## config.mk

```make
export PLATFORM = sky130hd
export DESIGN_NAME = rlcb_cmd_queue
export DESIGN_NICKNAME = d
export VERILOG_FILES = /design/src/hw/rtl/rlcb_pkg.sv /design/src/hw/rtl/rlcb_cmd_queue.sv
export SDC_FILE = /design/constraint.sdc
export NUM_CORES = 1
export LEC_CHECK = 0
export BUFFER_PORTS_ARGS = -buffer_cell sky130_fd_sc_hd__buf_2
export CORE_ASPECT_RATIO = 0.7
export CORE_MARGIN = 4
export CORE_UTILIZATION = 43
export DETAILED_ROUTE_END_ITERATION = 12
export PLACE_DENSITY = 0.68
export SYNTH_ARGS = -nofsm -noshare
export SYNTH_HDL_FRONTEND = slang
export SYNTH_SLANG_ARGS = --single-unit
```

## constraint.sdc

```tcl
create_clock -name clock -period 3.35 [get_ports clock]
set_clock_uncertainty 0.1 [all_clocks]
set_input_delay 0.67 -clock clock [delete_from_list [all_inputs] [get_ports clock]]
set_output_delay 0.67 -clock clock [all_outputs]
set_load 0.01 [all_outputs]
```

## src/hw/rtl/rlcb_pkg.sv

```systemverilog
// shared types, constants and helpers for the rgb led cube refresh engine
// no dependencies; imported by the front, queue, back and top modules
package rlcb_pkg;

   // cube geometry and frame store shape
   localparam int unsigned Colors       = 3;
   localparam int unsigned PlanesPerClr = 4;
   localparam int unsigned RowsPerLayer = 8;
   localparam int unsigned Layers       = 8;
   localparam int unsigned StoreRows    = Layers * RowsPerLayer;
   localparam int unsigned RowAddrBits  = $clog2(StoreRows);
   localparam int unsigned RowBits      = Colors * PlanesPerClr * 8;
   localparam int unsigned ByteSelBits  = $clog2(RowBits);

   // bytes emitted per refresh tick: three colors of eight rows, then the anode byte
   localparam int unsigned ColorBytes   = Colors * RowsPerLayer;
   localparam int unsigned TickBytes    = ColorBytes + 1;
   localparam int unsigned TickCntBits  = $clog2(TickBytes);

   // bit-angle modulation schedule
   localparam logic [6:0] ModStep1     = 7'd8;
   localparam logic [6:0] ModStep2     = 7'd24;
   localparam logic [6:0] ModStep3     = 7'd56;
   localparam logic [6:0] ModPeriod    = 7'd120;
   localparam logic [1:0] LastPlane    = 2'd3;
   localparam logic [7:0] LevelMax     = 8'd15;
   localparam logic [7:0] AnodeMsb     = 8'h80;

   // command queue depth
   localparam int unsigned QueueDepth  = 2;

   // item mode codes
   localparam logic ModeWrite = 1'b0;
   localparam logic ModeTick  = 1'b1;

   // one classified command handed from front to back
   typedef struct packed {
      logic       is_tick;
      logic [2:0] layer;
      logic [2:0] row;
      logic [2:0] column;
      logic [3:0] red;
      logic [3:0] green;
      logic [3:0] blue;
      logic [1:0] plane;
   } cmd_type;

   // clamp an 8-bit level to the 4-bit range
   function automatic logic [3:0] sat_level(input logic [7:0] level);
      logic [3:0] result;
      if (level > LevelMax) begin
         result = LevelMax[3:0];
      end else begin
         result = level[3:0];
      end
      return result;
   endfunction

endpackage

```

## src/hw/rtl/rlcb_cmd_queue.sv

```systemverilog
// short fifo of classified commands between front and back
// depends on rlcb_pkg
module rlcb_cmd_queue (
   input  logic              clock,
   input  logic              reset,
   input  logic              push,
   input  rlcb_pkg::cmd_type push_cmd,
   input  logic              pop,
   output rlcb_pkg::cmd_type head_cmd,
   output logic              full,
   output logic              empty
);
   import rlcb_pkg::*;

   localparam int unsigned PtrBits = $clog2(QueueDepth);
   localparam int unsigned CntBits = $clog2(QueueDepth + 1);

   cmd_type              entries_ff [QueueDepth];
   logic [PtrBits-1:0]   wr_ptr_ff, wr_ptr_in;
   logic [PtrBits-1:0]   rd_ptr_ff, rd_ptr_in;
   logic [CntBits-1:0]   count_ff, count_in;
   logic                 do_push, do_pop;

   assign full     = (count_ff == CntBits'(QueueDepth));
   assign empty    = (count_ff == '0);
   assign do_push  = push && !full;
   assign do_pop   = pop && !empty;
   assign head_cmd = entries_ff[rd_ptr_ff];

   // pointer and fill count update
   always_comb begin
      wr_ptr_in = wr_ptr_ff;
      rd_ptr_in = rd_ptr_ff;
      count_in  = count_ff;
      if (do_push) begin
         wr_ptr_in = (wr_ptr_ff == PtrBits'(QueueDepth - 1)) ? '0 : wr_ptr_ff + 1'b1;
      end
      if (do_pop) begin
         rd_ptr_in = (rd_ptr_ff == PtrBits'(QueueDepth - 1)) ? '0 : rd_ptr_ff + 1'b1;
      end
      if (do_push && !do_pop) begin
         count_in = count_ff + 1'b1;
      end else if (do_pop && !do_push) begin
         count_in = count_ff - 1'b1;
      end
   end

   always_ff @(posedge clock) begin
      if (reset) begin
         wr_ptr_ff <= '0;
         rd_ptr_ff <= '0;
         count_ff  <= '0;
      end else begin
         wr_ptr_ff <= wr_ptr_in;
         rd_ptr_ff <= rd_ptr_in;
         count_ff  <= count_in;
      end
   end

   // payload storage, no reset
   always_ff @(posedge clock) begin
      if (do_push) begin
         entries_ff[wr_ptr_ff] <= push_cmd;
      end
   end

endmodule

```

# After elaboration in Yosys (flattened, before gate mapping)
# Memories as Yosys holds them, arrays and structs flattened. A register that Yosys moved wholly into a read port is not among the register bits.
# Cells that the tools add are included.
# word_totals
in_bits	28
reg_bits	4
out_inout_bits	26
n_memories	1
word_cells	27
ramBits	48
# classes
add_sub_neg	4
eq_ne	1
mux	8
reduce_logical	10
# memory_table
name	depth	word_bits	read_ports	rd_ports_with_merged_regs	wr	line	source
entries_ff	2	24	1	1	1	rlcb_cmd_queue.sv:18	cmd_type entries_ff [QueueDepth];
# op_table
cell	count
$mux 1	6
$logic_and 1x1->1	4
$logic_not 1->1	4
$mux 2	2
$add 1x1->1 const B	2
$add 2x1->2 const B	1
$eq 2x2->1 const B	1
$logic_not 2->1	1
$reduce_bool 2->1	1
$sub 2x1->2 const B	1

# Depth between registers and ports, before layout
# depth
ltp_word	7
ltp_mapped	6
depth_no_buf	6

# Worst setup path after synthesis
# Ideal clock, no wire load.
# synth_timing
path_type	input to register
from	in push
to	mem entries_ff[0][0] in the netlist's numbering (enable)
arrival_time_ns	1.556
path_buffers	0
required_time_ns	2.871
setup_ns	0.379
setup_slack_ns	1.316
stages	3
cell_sequence	inv_1 or3_1 inv_1
# synth_between
elab_chain_len	3
# synth_rtl
item	line	source
from (decl)	rlcb_cmd_queue.sv:6	input logic push,
$logic_and 1x1->1	rlcb_cmd_queue.sv:26	assign do_push = push && !full;
$mux 1	rlcb_cmd_queue.sv:62	if (do_push) begin
$mux 1 (not written as such)	rlcb_cmd_queue.sv:63	entries_ff[wr_ptr_ff] <= push_cmd;
to (decl)	rlcb_cmd_queue.sv:18	
# Every way passes these cells.

==> results.json <==
{
  "fin_tns_setup_ns": 0,
  "synth_top_area_share": 0.7413,
  "wl_mm": 3.391,
  "synth-seq-area-share": 0.7928,
  "seq_power_share": 0.502,
  "crit_required_ns": 2.58,
  "yosys.area.top_type": "edfxtp_1",
  "clock_path_buffers": 2,
  "p_leak_uw": 0.0009140,
  "gr-total-overflow": 0,
  "dr_total_vias": 1034,
  "worst_skew_pair.late_latency_ns": 0.29,
  "worst_setup_path_start_kind": "flop",
  "portBuffers": 53,
  "dpl.hpwl_mm": 2.456,
  "max-slew-margin-rel": 0.5962,
  "drt-initial-drc-count": 78,
  "rsz0062_at_grt": "false",
  "maxCapViolCount": 0,
  "critical_path.slowest_cell": "dfxtp_1",
  "critPathMaxStageDelay_ns": 0.62,
  "switchingPower_uw": 478.8,
  "cts-root-buf": "clkbuf_8",
  "die-area_um2": 5679,
  "final_cell_mix": "buf_2, edfxtp_1, mux2_2",
  "nets": 189,
  "drc": 0,
  "post_cts_buffers": 0,
  "ant_nets": 0,
  "antenna_found_initial": 0,
  "drt_pass1_iterations": 4,
  "htree_levels": 2,
  "p_per_area_nw_per_um2": 735.1,
  "initial_core_util": 0.4466,
  "grt_pass1_vias": 1156,
  "rows": 20,
  "cts.sink_count": 53,
  "cp_cell_sequence": "buf_4 -> mux2_2 -> buf_2",
  "cts_tree": "yes",
  "worst_pin_slew_ns": 0.6057,
  "diodes": 0,
  "hp-class": "reg2reg",
  "syn-num-nets": 129,
  "wl_per_cell_um": 15.70,
  "p_clk_frac": 0.232,
  "syn_area_um2": 1944,
  "cts_inserted_buffers": 5,
  "ir_drop_v": 0.0003669,
  "ys_types": 13,
  "synth_area_leaders": "edfxtp_1, mux2_2, dfxtp_1",
  "die-width_um": 88.37,
  "status": "finished, final reports clean",
  "ys_warn_count": 0,
  "fin_area_um2": 2392,
  "gp_congestion": 0.7162,
  "p_int_uw": 1280,
  "clkTransAtPathRegs_ns": 0.08,
  "finish.utilization": 0.5494,
  "p_comb_frac": 0.266,
  "drive_gt1_frac": 0.5404,
  "coreArea_um2": 4354,
  "cts-resized-gates": 0,
  "crit_type": "reg2out",
  "die_h_um": 64.26,
  "ys_ff_latch": 53,
  "io_pins": 54,
  "ctsHoldBuffers": 0,
  "min_period_ns": 2.517,
  "syn_avg_cell_area_um2": 19.44,
  "grt_max_degree": 16,
  "placed_area_um2": 2286,
  "mostFrequentLayoutCell": "buf_2",
  "worstSetupEndpointType": "primary output",
  "max_freq_ghz": 0.3972,
  "swShare": 0.2723,
  "synth_cells": 100,
  "cp_data_arrival_time_ns": 1.75,
  "period_share": 0.7515,
  "track_usage": 0.1294,
  "syn_to_final_growth_pct": 23.04,
  "hold_viol_final": 0,
  "drt-vias-per-instance": 4.787,
  "setup_violations": 0,
  "critPathMaxFanout": 14,
  "grt_pass1_wl_mm": 5.451,
  "slew_viol_final": 0
}
## power by group through the flow
stage / Sequential, µW / Clock, µW / Combinational, µW
after floorplan: 872 / 0 / 314
after global placement: 891 / 0 / 455
after detailed placement: 901 / 0 / 473
after CTS: 886 / 422 / 475
after global routing: 895 / 453 / 514
final: 883 / 407 / 468
## sequential cells by signal (all words and copies together), names as in the netlist, named ones only
signal	count
entries_ff	48
count_ff	2
rd_ptr_ff	1
wr_ptr_ff	1
## through the flow
step | setup slack, ns | total power, µW | hold slack (ns) | std cells
floorplan | 1.316 | 1186 | 0.3516 | 100
global placement | 1.056 | 1347 | 0.3741 | 208
detailed placement | 1.005 | 1373 | 0.3875 | 208
CTS | 0.7691 | 1784 | 0.4039 | 216
global route | 0.7221 | 1861 | 0.4366 | 216
finish | 0.8326 | 1759 | 0.4074 | 216
## cell usage after synthesis
library cell	n
edfxtp_1	48
mux2_2	24
dfxtp_1	5
nor2_1	5
buf_2	3
o21ai_0	3
xor2_1	3
a21oi_1	2
inv_1	2
or3_1	2
and2_1	1
ha_1	1
nor2b_2	1
## final timing paths
check,endpoint,from,depth (start not counted),slack (ns)
setup / recovery,head_cmd[16],flop,3,0.83
hold / removal,wr_ptr_ff,wr_ptr_ff,2,0.41
setup reg to reg,entries_ff[0][20],count_ff[0],4,1.33
hold reg to reg,wr_ptr_ff,wr_ptr_ff,2,0.41
## area by class of cell
cell class	count	area (µm²)
Clock buffer	6	72.57
Clock inverter	2	33.78
Fill cell	374	1962
Inverter	2	7.507
Multi-Input combinational cell	42	380.4
Sequential cell	53	1541
Tap cell	55	68.82
Timing Repair Buffer	56	287.8
## worst max-delay path: cells and delay by family, from the launching register on
kind / cells / cell delay [ns]
buffers and inverters: 2 / 0.46
multiplexers: 1 / 0.37
flip-flops: 1 / 0.62
## cell families after synthesis
kind of cell / synth area share
xor+xnor: 0.01352
flops: 0.7928
compound gates: 0.01287
simple gates: 0.02381
mux: 0.1390
fa+ha+maj: 0.006434
buf+inv: 0.01158
## per-layer routing
metal	vias up	wire length [µm]	track usage
met5	-	0	0
met4	0	23	0.03396
met3	5	227	0.04253
met2	40	1720	0.2239
met1	494	1419	0.1542
li1	495	-	-
(Power assumes the default switching activity.)
