$ cat src/hw/rtl/rlcb_pkg.sv
// shared types, constants and helpers for the rgb led cube refresh engine
// no dependencies; imported by the front, queue, back and top modules
package rlcb_pkg;

   // cube geometry and frame store shape
   localparam int unsigned Colors       = 3;
   localparam int unsigned PlanesPerClr = 4;
   localparam int unsigned RowsPerLayer = 8;
   localparam int unsigned Layers       = 8;
   localparam int unsigned StoreRows    = Layers * RowsPerLayer;
   localparam int unsigned RowAddrBits  = $clog2(StoreRows);
   localparam int unsigned RowBits      = Colors * PlanesPerClr * 8;
   localparam int unsigned ByteSelBits  = $clog2(RowBits);

   // bytes emitted per refresh tick: three colors of eight rows, then the anode byte
   localparam int unsigned ColorBytes   = Colors * RowsPerLayer;
   localparam int unsigned TickBytes    = ColorBytes + 1;
   localparam int unsigned TickCntBits  = $clog2(TickBytes);

   // bit-angle modulation schedule
   localparam logic [6:0] ModStep1     = 7'd8;
   localparam logic [6:0] ModStep2     = 7'd24;
   localparam logic [6:0] ModStep3     = 7'd56;
   localparam logic [6:0] ModPeriod    = 7'd120;
   localparam logic [1:0] LastPlane    = 2'd3;
   localparam logic [7:0] LevelMax     = 8'd15;
   localparam logic [7:0] AnodeMsb     = 8'h80;

   // command queue depth
   localparam int unsigned QueueDepth  = 2;

   // item mode codes
   localparam logic ModeWrite = 1'b0;
   localparam logic ModeTick  = 1'b1;

   // one classified command handed from front to back
   typedef struct packed {
      logic       is_tick;
      logic [2:0] layer;
      logic [2:0] row;
      logic [2:0] column;
      logic [3:0] red;
      logic [3:0] green;
      logic [3:0] blue;
      logic [1:0] plane;
   } cmd_type;

   // clamp an 8-bit level to the 4-bit range
   function automatic logic [3:0] sat_level(input logic [7:0] level);
      logic [3:0] result;
      if (level > LevelMax) begin
         result = LevelMax[3:0];
      end else begin
         result = level[3:0];
      end
      return result;
   endfunction

endpackage

$ cat src/hw/rtl/rlcb_front.sv
// front end: takes items, saturates levels, tracks the modulation schedule
// depends on rlcb_pkg; feeds rlcb_cmd_queue
module rlcb_front (
   input  logic             clock,
   input  logic             reset,
   input  logic             start,
   input  logic             queue_full,
   input  logic             req_mode,
   input  logic [2:0]       req_voxel_layer,
   input  logic [2:0]       req_voxel_row,
   input  logic [2:0]       req_voxel_column,
   input  logic [7:0]       req_red_level,
   input  logic [7:0]       req_green_level,
   input  logic [7:0]       req_blue_level,
   output logic             busy,
   output logic             push,
   output rlcb_pkg::cmd_type push_cmd
);
   import rlcb_pkg::*;

   logic [6:0] mod_count_ff, mod_count_in;
   logic [1:0] plane_ff, plane_in;
   logic [2:0] layer_ff, layer_in;
   logic [1:0] tick_plane;
   logic [6:0] count_inc;
   logic       is_tick;

   // a transfer is taken whenever the queue has room
   assign busy    = queue_full;
   assign push    = start && !queue_full;
   assign is_tick = (req_mode == ModeTick);

   // plane steps at the schedule boundaries, before the count moves
   always_comb begin
      if (mod_count_ff == ModStep1 || mod_count_ff == ModStep2 ||
          mod_count_ff == ModStep3) begin
         tick_plane = plane_ff + 2'd1;
      end else begin
         tick_plane = plane_ff;
      end
      count_inc = mod_count_ff + 7'd1;
   end

   // next tick state
   always_comb begin
      mod_count_in = mod_count_ff;
      plane_in     = plane_ff;
      layer_in     = layer_ff;
      if (push && is_tick) begin
         layer_in = layer_ff + 3'd1;
         if (tick_plane == LastPlane && count_inc == ModPeriod) begin
            mod_count_in = '0;
            plane_in     = '0;
         end else begin
            mod_count_in = count_inc;
            plane_in     = tick_plane;
         end
      end
   end

   always_ff @(posedge clock) begin
      if (reset) begin
         mod_count_ff <= '0;
         plane_ff     <= '0;
         layer_ff     <= '0;
      end else begin
         mod_count_ff <= mod_count_in;
         plane_ff     <= plane_in;
         layer_ff     <= layer_in;
      end
   end

   // build the command; a tick carries the scan layer and plane it must show
   always_comb begin
      push_cmd.is_tick = is_tick;
      push_cmd.layer   = is_tick ? layer_ff : req_voxel_layer;
      push_cmd.row     = req_voxel_row;
      push_cmd.column  = req_voxel_column;
      push_cmd.red     = sat_level(req_red_level);
      push_cmd.green   = sat_level(req_green_level);
      push_cmd.blue    = sat_level(req_blue_level);
      push_cmd.plane   = tick_plane;
   end

endmodule

$ cat config.mk
export PLATFORM = sky130hd
export DESIGN_NAME = rlcb_front
export DESIGN_NICKNAME = d
export VERILOG_FILES = /design/src/hw/rtl/rlcb_pkg.sv /design/src/hw/rtl/rlcb_front.sv
export SDC_FILE = /design/constraint.sdc
export NUM_CORES = 1
export LEC_CHECK = 0
export BUFFER_PORTS_ARGS = -buffer_cell sky130_fd_sc_hd__buf_2
export CORE_MARGIN = 5
export CORE_UTILIZATION = 38
export DETAILED_ROUTE_END_ITERATION = 10
export GPL_ROUTABILITY_DRIVEN = 0
export PLACE_DENSITY = 0.75
export SKIP_LAST_GASP = 1
export SYNTH_ARGS = -nofsm -noshare
export SYNTH_HDL_FRONTEND = slang
export SYNTH_SLANG_ARGS = --single-unit
$ cat constraint.sdc
create_clock -name clock -period 1.7 [get_ports clock]
set_input_delay 0.17 -clock clock [delete_from_list [all_inputs] [get_ports clock]]
set_output_delay 0.17 -clock clock [all_outputs]
set_load 0.02 [all_outputs]
Word level (Yosys, flattened, before mapping)
Cells that the tools add are included. W data, S select, Z words.

Register bits after elaboration: 12. Output and inout bits: 26. Bits of input ports: 38. Word-level logic and storage cells: 27.

Equal/unequal tests: 5. Mux-type cells: 7. Reductions and logical operators: 6. Magnitude comparators: 3. Add/sub/neg operators: 3.

Operators with widths (number): $gt A8 B4 Y1 const B (3); $mux W4 (3); $add A7 B1 Y7 const B (1); $eq A7 B4 Y1 const B (1); $eq A7 B5 Y1 const B (1); $eq A7 B6 Y1 const B (1); $eq A7 B7 Y1 const B (1); $mux W7 (1); $mux W2 (2); $add A3 B1 Y3 const B (1); $logic_and A1 B1 Y1 (3); $mux W3 (1); $add A2 B1 Y2 const B (1); $eq A2 B2 Y1 const B (1); $logic_or A1 B1 Y1 (2); $logic_not A1 Y1 (1).

Logic depth before layout (Yosys ltp)
Gate-level depths: netlist (run 1).

Depth after elaboration: 7. Depth in mapped cells: 7. Mapped depth without buffers: 7.

Worst setup path before layout (run 1)
OpenSTA, ideal clock, no wires.

Kind: register to register. From: reg mod_count_ff[0]. To: reg plane_ff[1]. Setup slack: -0.040 ns. Path buffers: 0. Stages on the path, launching flop included: 8. Setup time: 0.071 ns. Data arrival time: 1.669 ns. Path through: dfxtp_1 -> inv_1 -> ha_1 -> and4bb_4 -> nand3_1 -> xnor2_1 -> o311ai_1 -> a21oi_1.

RTL lines: from (decl) (RTL line rlcb_front.sv:21) `logic [6:0] mod_count_ff, mod_count_in;`; from (signal assigned) (RTL line rlcb_front.sv:67) `mod_count_ff <= mod_count_in;`; to (signal assigned) (RTL line rlcb_front.sv:68) `plane_ff <= plane_in;`; to (decl) (RTL line rlcb_front.sv:22) `logic [1:0] plane_ff, plane_in;`.

==> results of run 1 <==
## stage by stage
step	setup WS [ns]	std cells	instance area (um2)	TNS [ns]	utilization
2_1_floorplan	0.08228	126	1041	0	-
3_3_place_gp	0.03466	197	1262	0	0.4700
3_5_place_dp	-0.01795	197	1262	-0.02255	0.4700
4_1_cts	-0.01232	204	1354	-0.01746	0.5040
5_1_grt	-0.08754	206	1453	-0.3195	0.5408
6_report	-0.0009701	206	1453	-0.0009701	0.5408
## synthesized netlist by cell type, types with 3 or more instances
library cell	count
nor3_1	4
nand2_1	14
clkbuf_1	3
mux2_2	3
ha_1	4
a21oi_1	12
and2_1	4
buf_4	10
o311ai_1	5
dfxtp_1	12
nor4_1	4
nor2_1	3
nand2b_1	17
## per-layer routing
metal  track usage  wire, um  vias to the layer above
li1              -         -                      540
met1        0.1497      1125                      498
met2        0.2461      1437                       61
met3       0.04505       257                       13
met4       0.05149        65                        0
met5             0         0                        -
## path summary, 6_finish.rpt
check	startpoint	end	slack [ns]	cells after the start
min	reset	layer_ff[0]	0.22	2
max reg2reg	mod_count_ff[0]	mod_count_ff[0]	0.01	7
min reg2reg	layer_ff[1]	layer_ff[1]	0.48	2
max	mod_count_ff[1]	push_cmd[0]	-0.001	6
## registers in the layout, indices dropped and copies added (netlist names)
name and cells:
mod_count_ff 7, layer_ff 3, plane_ff 2
## power by group through the flow
| stage | logic, uW | registers [uW] | clock network [uW] |
|---|---|---|---|
| floorplan | 81.3 | 297 | 0 |
| global placement | 108 | 298 | 0 |
| detailed placement | 111 | 299 | 0 |
| CTS | 116 | 291 | 246 |
| global route | 132 | 293 | 254 |
| finish | 121 | 291 | 239 |
## critical path: stages (launching register included)
cell and delay (ns):
dfxtp_4 0.37, inv_4 0.06, ha_4 0.12, and4bb_4 0.26, a21boi_4 0.08, or2_1 0.23
buf_6 0.13
## logic make-up (layout without fill, tap and decap cells)
| family | after synthesis | count (layout) | share of synthesized area |
|---|---|---|---|
| compound gates | 26 | 26 | 0.1973 |
| xor+xnor | 4 | 4 | 0.03390 |
| fa+ha+maj | 4 | 4 | 0.04843 |
| buf+inv | 17 | 66 | 0.1065 |
| flops | 12 | 12 | 0.2324 |
| mux | 4 | 4 | 0.04237 |
| simple gates | 59 | 59 | 0.3390 |
## what timing repair did
item | 4_1_cts | 5_1_grt
setup buffers | 3 | 2
setup endpoints to repair | 5 | 10
gates resized for setup | 12 | 16
pin swaps | 5 | 4
## area by class of cell
| class | count | share of cell area |
|---|---|---|
| timing repair buffer | 60 | 0.2283 |
| clock buffer | 4 | 0.02498 |
| multi-input combinational | 97 | 0.5418 |
| inverter | 2 | 0.006891 |
| tap | 31 | 0.02670 |
| sequential | 12 | 0.1714 |
==> run metrics, run 1 <==
outcome finished, violations left; failing checks setup timing; WS Path Type reg2out; Worst EP required 1.53 ns; Total Power 651.2 uW; GRT Overall Usage 0.1383; Setup violations, final 1; Sw Share 0.2681; internal power 476.6 uW; WHS 0.2165 ns; Seq cells post-synth 12; clock buffer depth 2; Synth Flop Type dfxtp_1; endpoints failing hold 0; commonest cells after routing, fill and taps aside buf_2 (49), nand2b_1 (17), nand2_1 (14); Leak 0.0005420 uW; combinational share of power 0.186; Syn Nets 168; Synth area leader dfxtp_1; H-tree depth 1; TritonCTS clock tree done; cells after synthesis 126; Yosys top cell area share 0.2324; number of max-cap violations 0; largest cells by area after synthesis dfxtp_1 (23%), nand2b_1 (10%), buf_4 (7.3%); Cell Rows 19; vias in the first global route 1065; most common cell after layout, fill and taps aside buf_2; Avg Vias per Cell 5.398; Via Count 1112; Post-Syn Area 1033 um2; DIE WIDTH 62.15 um; Clock power frac 0.367; Hold Crit Class in2reg; Synth Warn # 0; Core Area 2686 um2; register area 249.0 um2; Post-synth ARST share 0; Overflow after GRT 0; post-route setup slack -0.0009701 ns; # DRC 0; Post-synth EDFFs 0; unrepaired setup endpoints after global routing yes; CTS root buf clkbuf_4; Slew Limit Fails 0; Worst Skew 0.0007372 ns; Post-DRT Antenna Nets 0; Initial DRC Count 37; Worst-path clk slew 0.08 ns; footprint of the multi-input gates 787.0 um2; first-pass GRT wire length 4533 um; Final min period 1.701 ns; DR pass1 iterations 7; Filler cells 259; Fmax achieved 587.9 MHz; Antenna diodes 0; ratio of cells with drive above 1 in the final layout 0.5257; startpoint types flop; Port Buffers 51; Sw Pwr 174.6 uW; Max VDD drop 0.3530 mV; PwrDens 448.3 nW/um2; starting density of the core 0.3847; mean area per synthesized cell 8.202 um2; Routed wire per std cell 14.01 um; Ports 64; clk_lat worst skew 0.28 ns; Die Span Y 62.15 um; Reg power frac 0.448; CTS Sinks 12; antenna violations before repair 0; total die area 3863 um2; worst rel slew slack 0.6015; largest net degree at the start of global routing 15; area growth from synthesis to layout 40.56%; CTS hold repair buffers 0; CTS buffer count 3; Crit path arrival time 1.53 ns; nets 218; Seq/Total Area, Yosys 0.2324; DP HPWL 2120 um; crit-path max FO 3; Synth cell types 34; critical path endpoint category output pin; worst-margin pin slew 0.5922 ns; Tcrit/Tclk final 1.001; final WL 2886 um
No activity file was read; power rests on OpenSTA's default activity.
==> run 2, diff against run 1 <==
--- a/config.mk
+++ b/config.mk
@@ -9,4 +9,5 @@
 export CORE_MARGIN = 5
 export CORE_UTILIZATION = 38
+export CTS_CLUSTER_DIAMETER = 200
 export DETAILED_ROUTE_END_ITERATION = 10
 export GPL_ROUTABILITY_DRIVEN = 0
==> constraint.sdc (replaced) <==
create_clock -name clock -period 1.7 [get_ports clock]
set_input_delay 0.085 -clock clock [delete_from_list [all_inputs] [get_ports clock]]
set_output_delay 0.085 -clock clock [all_outputs]
set_load 0.02 [all_outputs]
==> run 2 against run 1 <==
  * The run now ends clean
  * Combinational power about the same
  * Worst hold slack worse by 0.075 ns
  * Power down 8.9%
  * Routed wire length up 1.2%
  * Die area unchanged
  * Critical path type is now reg2reg
  * Critical endpoint is now mod_count_ff[1]
  * Largest cell class unchanged
  * Largest power group unchanged
==> run metrics, run 2 (synthesis gave the netlist of run 1 again) <==
outcome finished clean; Die Span Y 62.15 um (unchanged); largest net degree at the start of global routing 15 (unchanged); Cell Rows 19 (unchanged); Crit path arrival time 1.83 ns (+0.30 ns); dpl ws -0.07647 ns (-0.05852 ns); Tcrit/Tclk final 0.9838 (-0.01672); endpoints failing hold 0 (unchanged); vias in the first global route 1081 (+1.5%); CTS root buf clkbuf_4; Cells after DPL 196 (-0.51%); Top reg by flops mod_count_ff; number of max-cap violations 0 (unchanged); Routed wire per std cell 14.53 um (+3.7%); ratio of cells with drive above 1 in the final layout 0.5059 (-0.01983); area growth from synthesis to layout 35.96%; Crit-path slowest cell dfxtp_2; post-route setup slack 0.02746 ns (+0.02843 ns); Post-DRT Antenna Nets 0 (unchanged); startpoint types flop; Ports 64 (unchanged); DIE WIDTH 62.15 um (unchanged); crit-path max FO 8 (+5); Via Count 1094 (-1.6%); worst reg2reg path depth 7 (unchanged); Worst EP required 1.86 ns (+0.33 ns); final setup TNS 0 ns (+0.0009701 ns); CTS Sinks 12 (unchanged); crit-path cells inv_1 > ha_4 > nand4bb_1 > nor3_2 > o211ai_4 > o311ai_2 > a21oi_1; Final min period 1.673 ns (-0.02843 ns); max reg flops 7 (unchanged); TritonCTS clock tree done; total die area 3863 um2 (unchanged); crit path from mod_count_ff[1]; DR pass1 iterations 4 (-3); Leak 0.0005139 uW (-5.2%); clock buffer depth 2 (unchanged); GRT Overall Usage 0.1442 (+0.005963); worst hold endpoint mod_count_ff[2]; Initial DRC Count 32 (-14%); Total Power 593.3 uW (-8.9%); first-pass GRT wire length 4678 um (+3.2%); Hold Crit Class in2reg; Worst-path clk slew 0.08 ns (about the same); commonest cells after routing, fill and taps aside buf_2 (49), nand2b_1 (17), nand2_1 (14); CTS buffer count 3 (unchanged); final WL 2921 um (+1.2%); clk_lat worst skew 0.28 ns (about the same); Overflow after GRT 0 (unchanged); antenna violations before repair 0 (unchanged); post-route cell area 1405 um2 (-3.3%); DP HPWL 2122 um (+0.12%); WS Path Type reg2reg; # DRC 0 (unchanged); Port Buffers 51 (unchanged); CTS hold repair buffers 0 (unchanged); unrepaired setup endpoints after global routing yes; R2R Path End mod_count_ff[1]; Filler cells 265 (+2.3%); non-filler cells, final 201 (-2.4%); Largest regs mod_count_ff (7), layer_ff (3), plane_ff (2); Avg Vias per Cell 5.443 (+0.83%); worst rel slew slack 0.6044 (+0.002862); H-tree depth 1 (unchanged); Hold Path Cell Cnt 2 (unchanged); post-placement cell area 1255 um2 (-0.59%); PwrDens 422.3 nW/um2 (-5.8%); starting density of the core 0.3847 (unchanged); worst reg-to-reg setup slack 0.03 ns (+0.02 ns); hold_sp reset; Core Area 2686 um2 (unchanged); Fmax achieved 597.9 MHz (+1.7%); Max VDD drop 0.3499 mV (-0.87%); Worst Skew 0.004565 ns (+0.003828 ns); worst-margin pin slew 0.5880 ns (-0.004254 ns); Slew Limit Fails 0 (unchanged); critical path endpoint category flop; most common cell after layout, fill and taps aside buf_2; nets 214 (-1.8%); Antenna diodes 0 (unchanged); slowest stage delay, CP 0.35 ns (-0.02 ns); FF-to-FF Start mod_count_ff[1]; Setup violations, final 0 (-1)
run 2: power by group:
| part | internal, uW | switching [uW] | leakage (uW) | total (uW) |
|---|---|---|---|---|
| sequential | 285 | 8.35 | 0.0000997 | 293 |
| combinational | 60.3 | 59.1 | 0.000400 | 119 |
| clock | 82.1 | 98.4 | 0.0000138 | 180 |
run 2: worst max path at each step:
stage	cells after the start	to	slack, ns
4_1_cts	6	mod_count_ff[1]	0.004
6_report	7	mod_count_ff[1]	0.03
5_1_grt	7	mod_count_ff[6]	-0.06
2_1_floorplan	7	plane_ff[1]	0.08
3_3_place_gp	6	plane_ff[1]	0.05
3_5_place_dp	6	mod_count_ff[1]	-0.08
run 2: metal layers:
metal  share of wire  vias to the layer above  global-route usage
li1                -                      532                   -
met2            0.50                       73              0.2526
met5               0                        -                   0
met3            0.11                        8             0.05405
met4           0.014                        0             0.06504
met1            0.37                      481              0.1508
run 2: area by class of cell:
| cell class | count | area, um2 | area share |
|---|---|---|---|
| Timing Repair Buffer | 56 | 301.5 | 0.2146 |
| Multi-Input combinational cell | 97 | 783.3 | 0.5574 |
| Sequential cell | 12 | 249.0 | 0.1772 |
| Inverter | 2 | 10.01 | 0.007124 |
| Clock buffer | 3 | 22.52 | 0.01603 |
| Tap cell | 31 | 38.79 | 0.02760 |
run 2: what timing repair did:
item / CTS / global route
endpoints found under the setup margin: 9 / 10
resized for setup: 8 / 19
pin swaps: 2 / 2
buffers inserted: 0 / 2
cloned: 0 / 0
run 2: worst max-delay path: cells and delay by family, from the launching register on:
| kind | cells | cell delay [ns] |
|---|---|---|
| AND/OR/NAND/NOR | 2 | 0.42 |
| flip-flops | 1 | 0.35 |
| adder cells (fa/ha/maj) | 1 | 0.13 |
| buffers and inverters | 1 | 0.09 |
| AO/OA/AOI/OAI | 3 | 0.56 |
run 2: through the flow:
step	hold WS, ns	util
after CTS	0.1362	0.4867
after detailed placement	0.1701	0.4672
after global routing	0.1428	0.5231
final	0.1419	0.5231
after floorplan	0.1541	-
after global placement	0.1701	0.4672
==> run 3, diff against run 2 <==
Settings changed: CORE_MARGIN 5 to default.
==> run 3 against run 2 <==
  * Largest power group unchanged
  * Clock power grew 32%
  * Clock skew grew 0.0020 ns
  * Critical endpoint is now push_cmd[0]
  * Worst hold slack lost 0.023 ns
  * Sequential share of layout area shrank 0.53 points
  * Register-to-register slack is essentially flat
  * First-iteration DRC count shrank 31%
  * Non-clock buffer count grew 3
==> run metrics, run 3 (synthesis gave the netlist of run 1 again) <==
endpoints failing hold 0 (unchanged); internal power 474.3 uW (+11%); Crit path arrival time 1.59 ns (-0.24 ns); dpl ws -0.05807 ns (+0.01840 ns); Worst-path clk slew 0.08 ns (about the same); startpoint types flop; Sw Pwr 171.7 uW (+3.6%); DIE WIDTH 54.15 um (-13%); Setup violations, final 0 (unchanged); Worst EP required 1.62 ns (-0.24 ns); CTS buffer count 3 (unchanged); commonest cells after routing, fill and taps aside buf_2 (49), nand2b_1 (17), nand2_1 (14); # DRC 0 (unchanged); Via Count 1116 (+2.0%); combinational share of power 0.182 (-0.019); crit-path max FO 5 (-3); TritonCTS clock tree done; worst-margin pin slew 0.5781 ns (-0.009866 ns); WHS 0.1185 ns (-0.02341 ns); Clock power frac 0.366 (+0.062); grt met3 use 0.02542 (-0.02863); antenna violations before repair 0 (unchanged); GRT Overall Usage 0.1969 (+0.05263); PwrDens 441.7 nW/um2 (+4.6%); Sw Share 0.2658 (-0.01362); Avg Vias per Cell 5.471 (+0.51%); most common cell after layout, fill and taps aside buf_2; Largest regs mod_count_ff (7), layer_ff (3), plane_ff (2); clock buffer depth 2 (unchanged); nets 217 (+1.4%); CTS Sinks 12 (unchanged); Antenna diodes 0 (unchanged); Cells after DPL 197 (+0.51%); Top reg by flops mod_count_ff; worst rel slew slack 0.6110 (+0.006637); number of max-cap violations 0 (unchanged); Die Span Y 54.15 um (-13%); ratio of cells with drive above 1 in the final layout 0.5172 (+0.01136); Filler cells 234 (-12%); unrepaired setup endpoints after global routing yes; clk_lat worst skew 0.29 ns (about the same); WS Path Type reg2out; DP HPWL 1993 um (-6.1%); CTS root buf clkbuf_4; Initial DRC Count 22 (-31%); Tcrit/Tclk final 0.9833 (about the same); post-route setup slack 0.02846 ns (+0.001009 ns); Overflow after GRT 0 (unchanged); Cell Rows 18 (-1); final WL 2787 um (-4.6%); Max VDD drop 0.4168 mV (+19%); critical path endpoint category output pin; largest net degree at the start of global routing 15 (unchanged); Routed wire per std cell 13.66 um (-6.0%); outcome finished clean; Hold Crit Class in2reg; DR pass1 iterations 4 (unchanged); global route hottest layer met2; total die area 2932 um2 (-24%); Port Buffers 51 (unchanged); Post-DRT Antenna Nets 0 (unchanged); Final Util 0.5799 (+0.05681); Final min period 1.672 ns (-0.001009 ns); M2 GR Usage 0.3902 (+0.1377); Core Area 2522 um2 (-6.1%); Fmax achieved 598.3 MHz (about the same); non-filler cells, final 204 (+1.5%); Leak 0.0005382 uW (+4.7%); final setup TNS 0 ns (unchanged); H-tree depth 1 (unchanged); Reg power frac 0.452 (-0.043); Slew Limit Fails 0 (unchanged); Worst Skew 0.006610 ns (+0.002045 ns); first-pass GRT wire length 4209 um (-10%); CTS hold repair buffers 0 (unchanged); max reg flops 7 (unchanged); Ports 64 (unchanged); starting density of the core 0.4097 (+0.02500); met1 GRT Util 0.1903 (+0.03950); area growth from synthesis to layout 41.53%; vias in the first global route 1052 (-2.7%)
-- run 3: cell types whose count changed in the layout (fill, tap and decap cells not counted), sizes merged --
cell	change
clkbuf	+1
buf	+3
-- run 3: worst paths after layout --
path	startpoint	endpoint	slack, ns	cells after the start
worst max-delay path	mod_count_ff[0]	push_cmd[0]	0.03	6
worst max register to register	mod_count_ff[1]	mod_count_ff[5]	0.04	7
worst min register to register	layer_ff[1]	layer_ff[1]	0.48	2
worst min-delay path	reset	mod_count_ff[1]	0.12	2
-- run 3: what timing repair did --
action | in CTS | in global routing
setup buffers | 3 | 0
resized for setup | 10 | 20
setup endpoints to repair | 10 | 10
pin swaps | 1 | 8
-- run 3: cell type report --
cell class,count,area [um2],area share
Timing Repair Buffer,59,327.8,0.2241
Multi-Input combinational cell,97,802.0,0.5483
Tap cell,30,37.54,0.02566
Inverter,2,7.507,0.005133
Sequential cell,12,251.5,0.1719
Clock buffer,4,36.28,0.02481
-- run 3: power groups by stage --
stage	sequential (uW)	clock, uW	combinational [uW]
6_report	292	237	118
5_1_grt	293	252	130
4_1_cts	291	241	114
3_5_place_dp	300	0	110
3_3_place_gp	299	0	107
2_1_floorplan	297	0	81.3
-- run 3: layer usage --
metal	wire (um)	share of wire
met1	1088	0.39
met2	1467	0.53
met3	169	0.061
met4	61	0.022
met5	0	0
-- run 3: per-stage QoR --
stage / instance area, um2 / power [uW]
2_1_floorplan: 1041 / 378.4
3_3_place_gp: 1269 / 406.0
3_5_place_dp: 1269 / 409.3
4_1_cts: 1351 / 645.9
5_1_grt: 1463 / 675.3
6_report: 1463 / 646.0
-- run 3: worst max-delay path, cell delays in order (launching register included) --
cell and delay, ns:
dfxtp_4 0.37, inv_2 0.08, ha_4 0.12, and4bb_4 0.28, a21boi_4 0.08, or2_1 0.23
buf_6 0.13
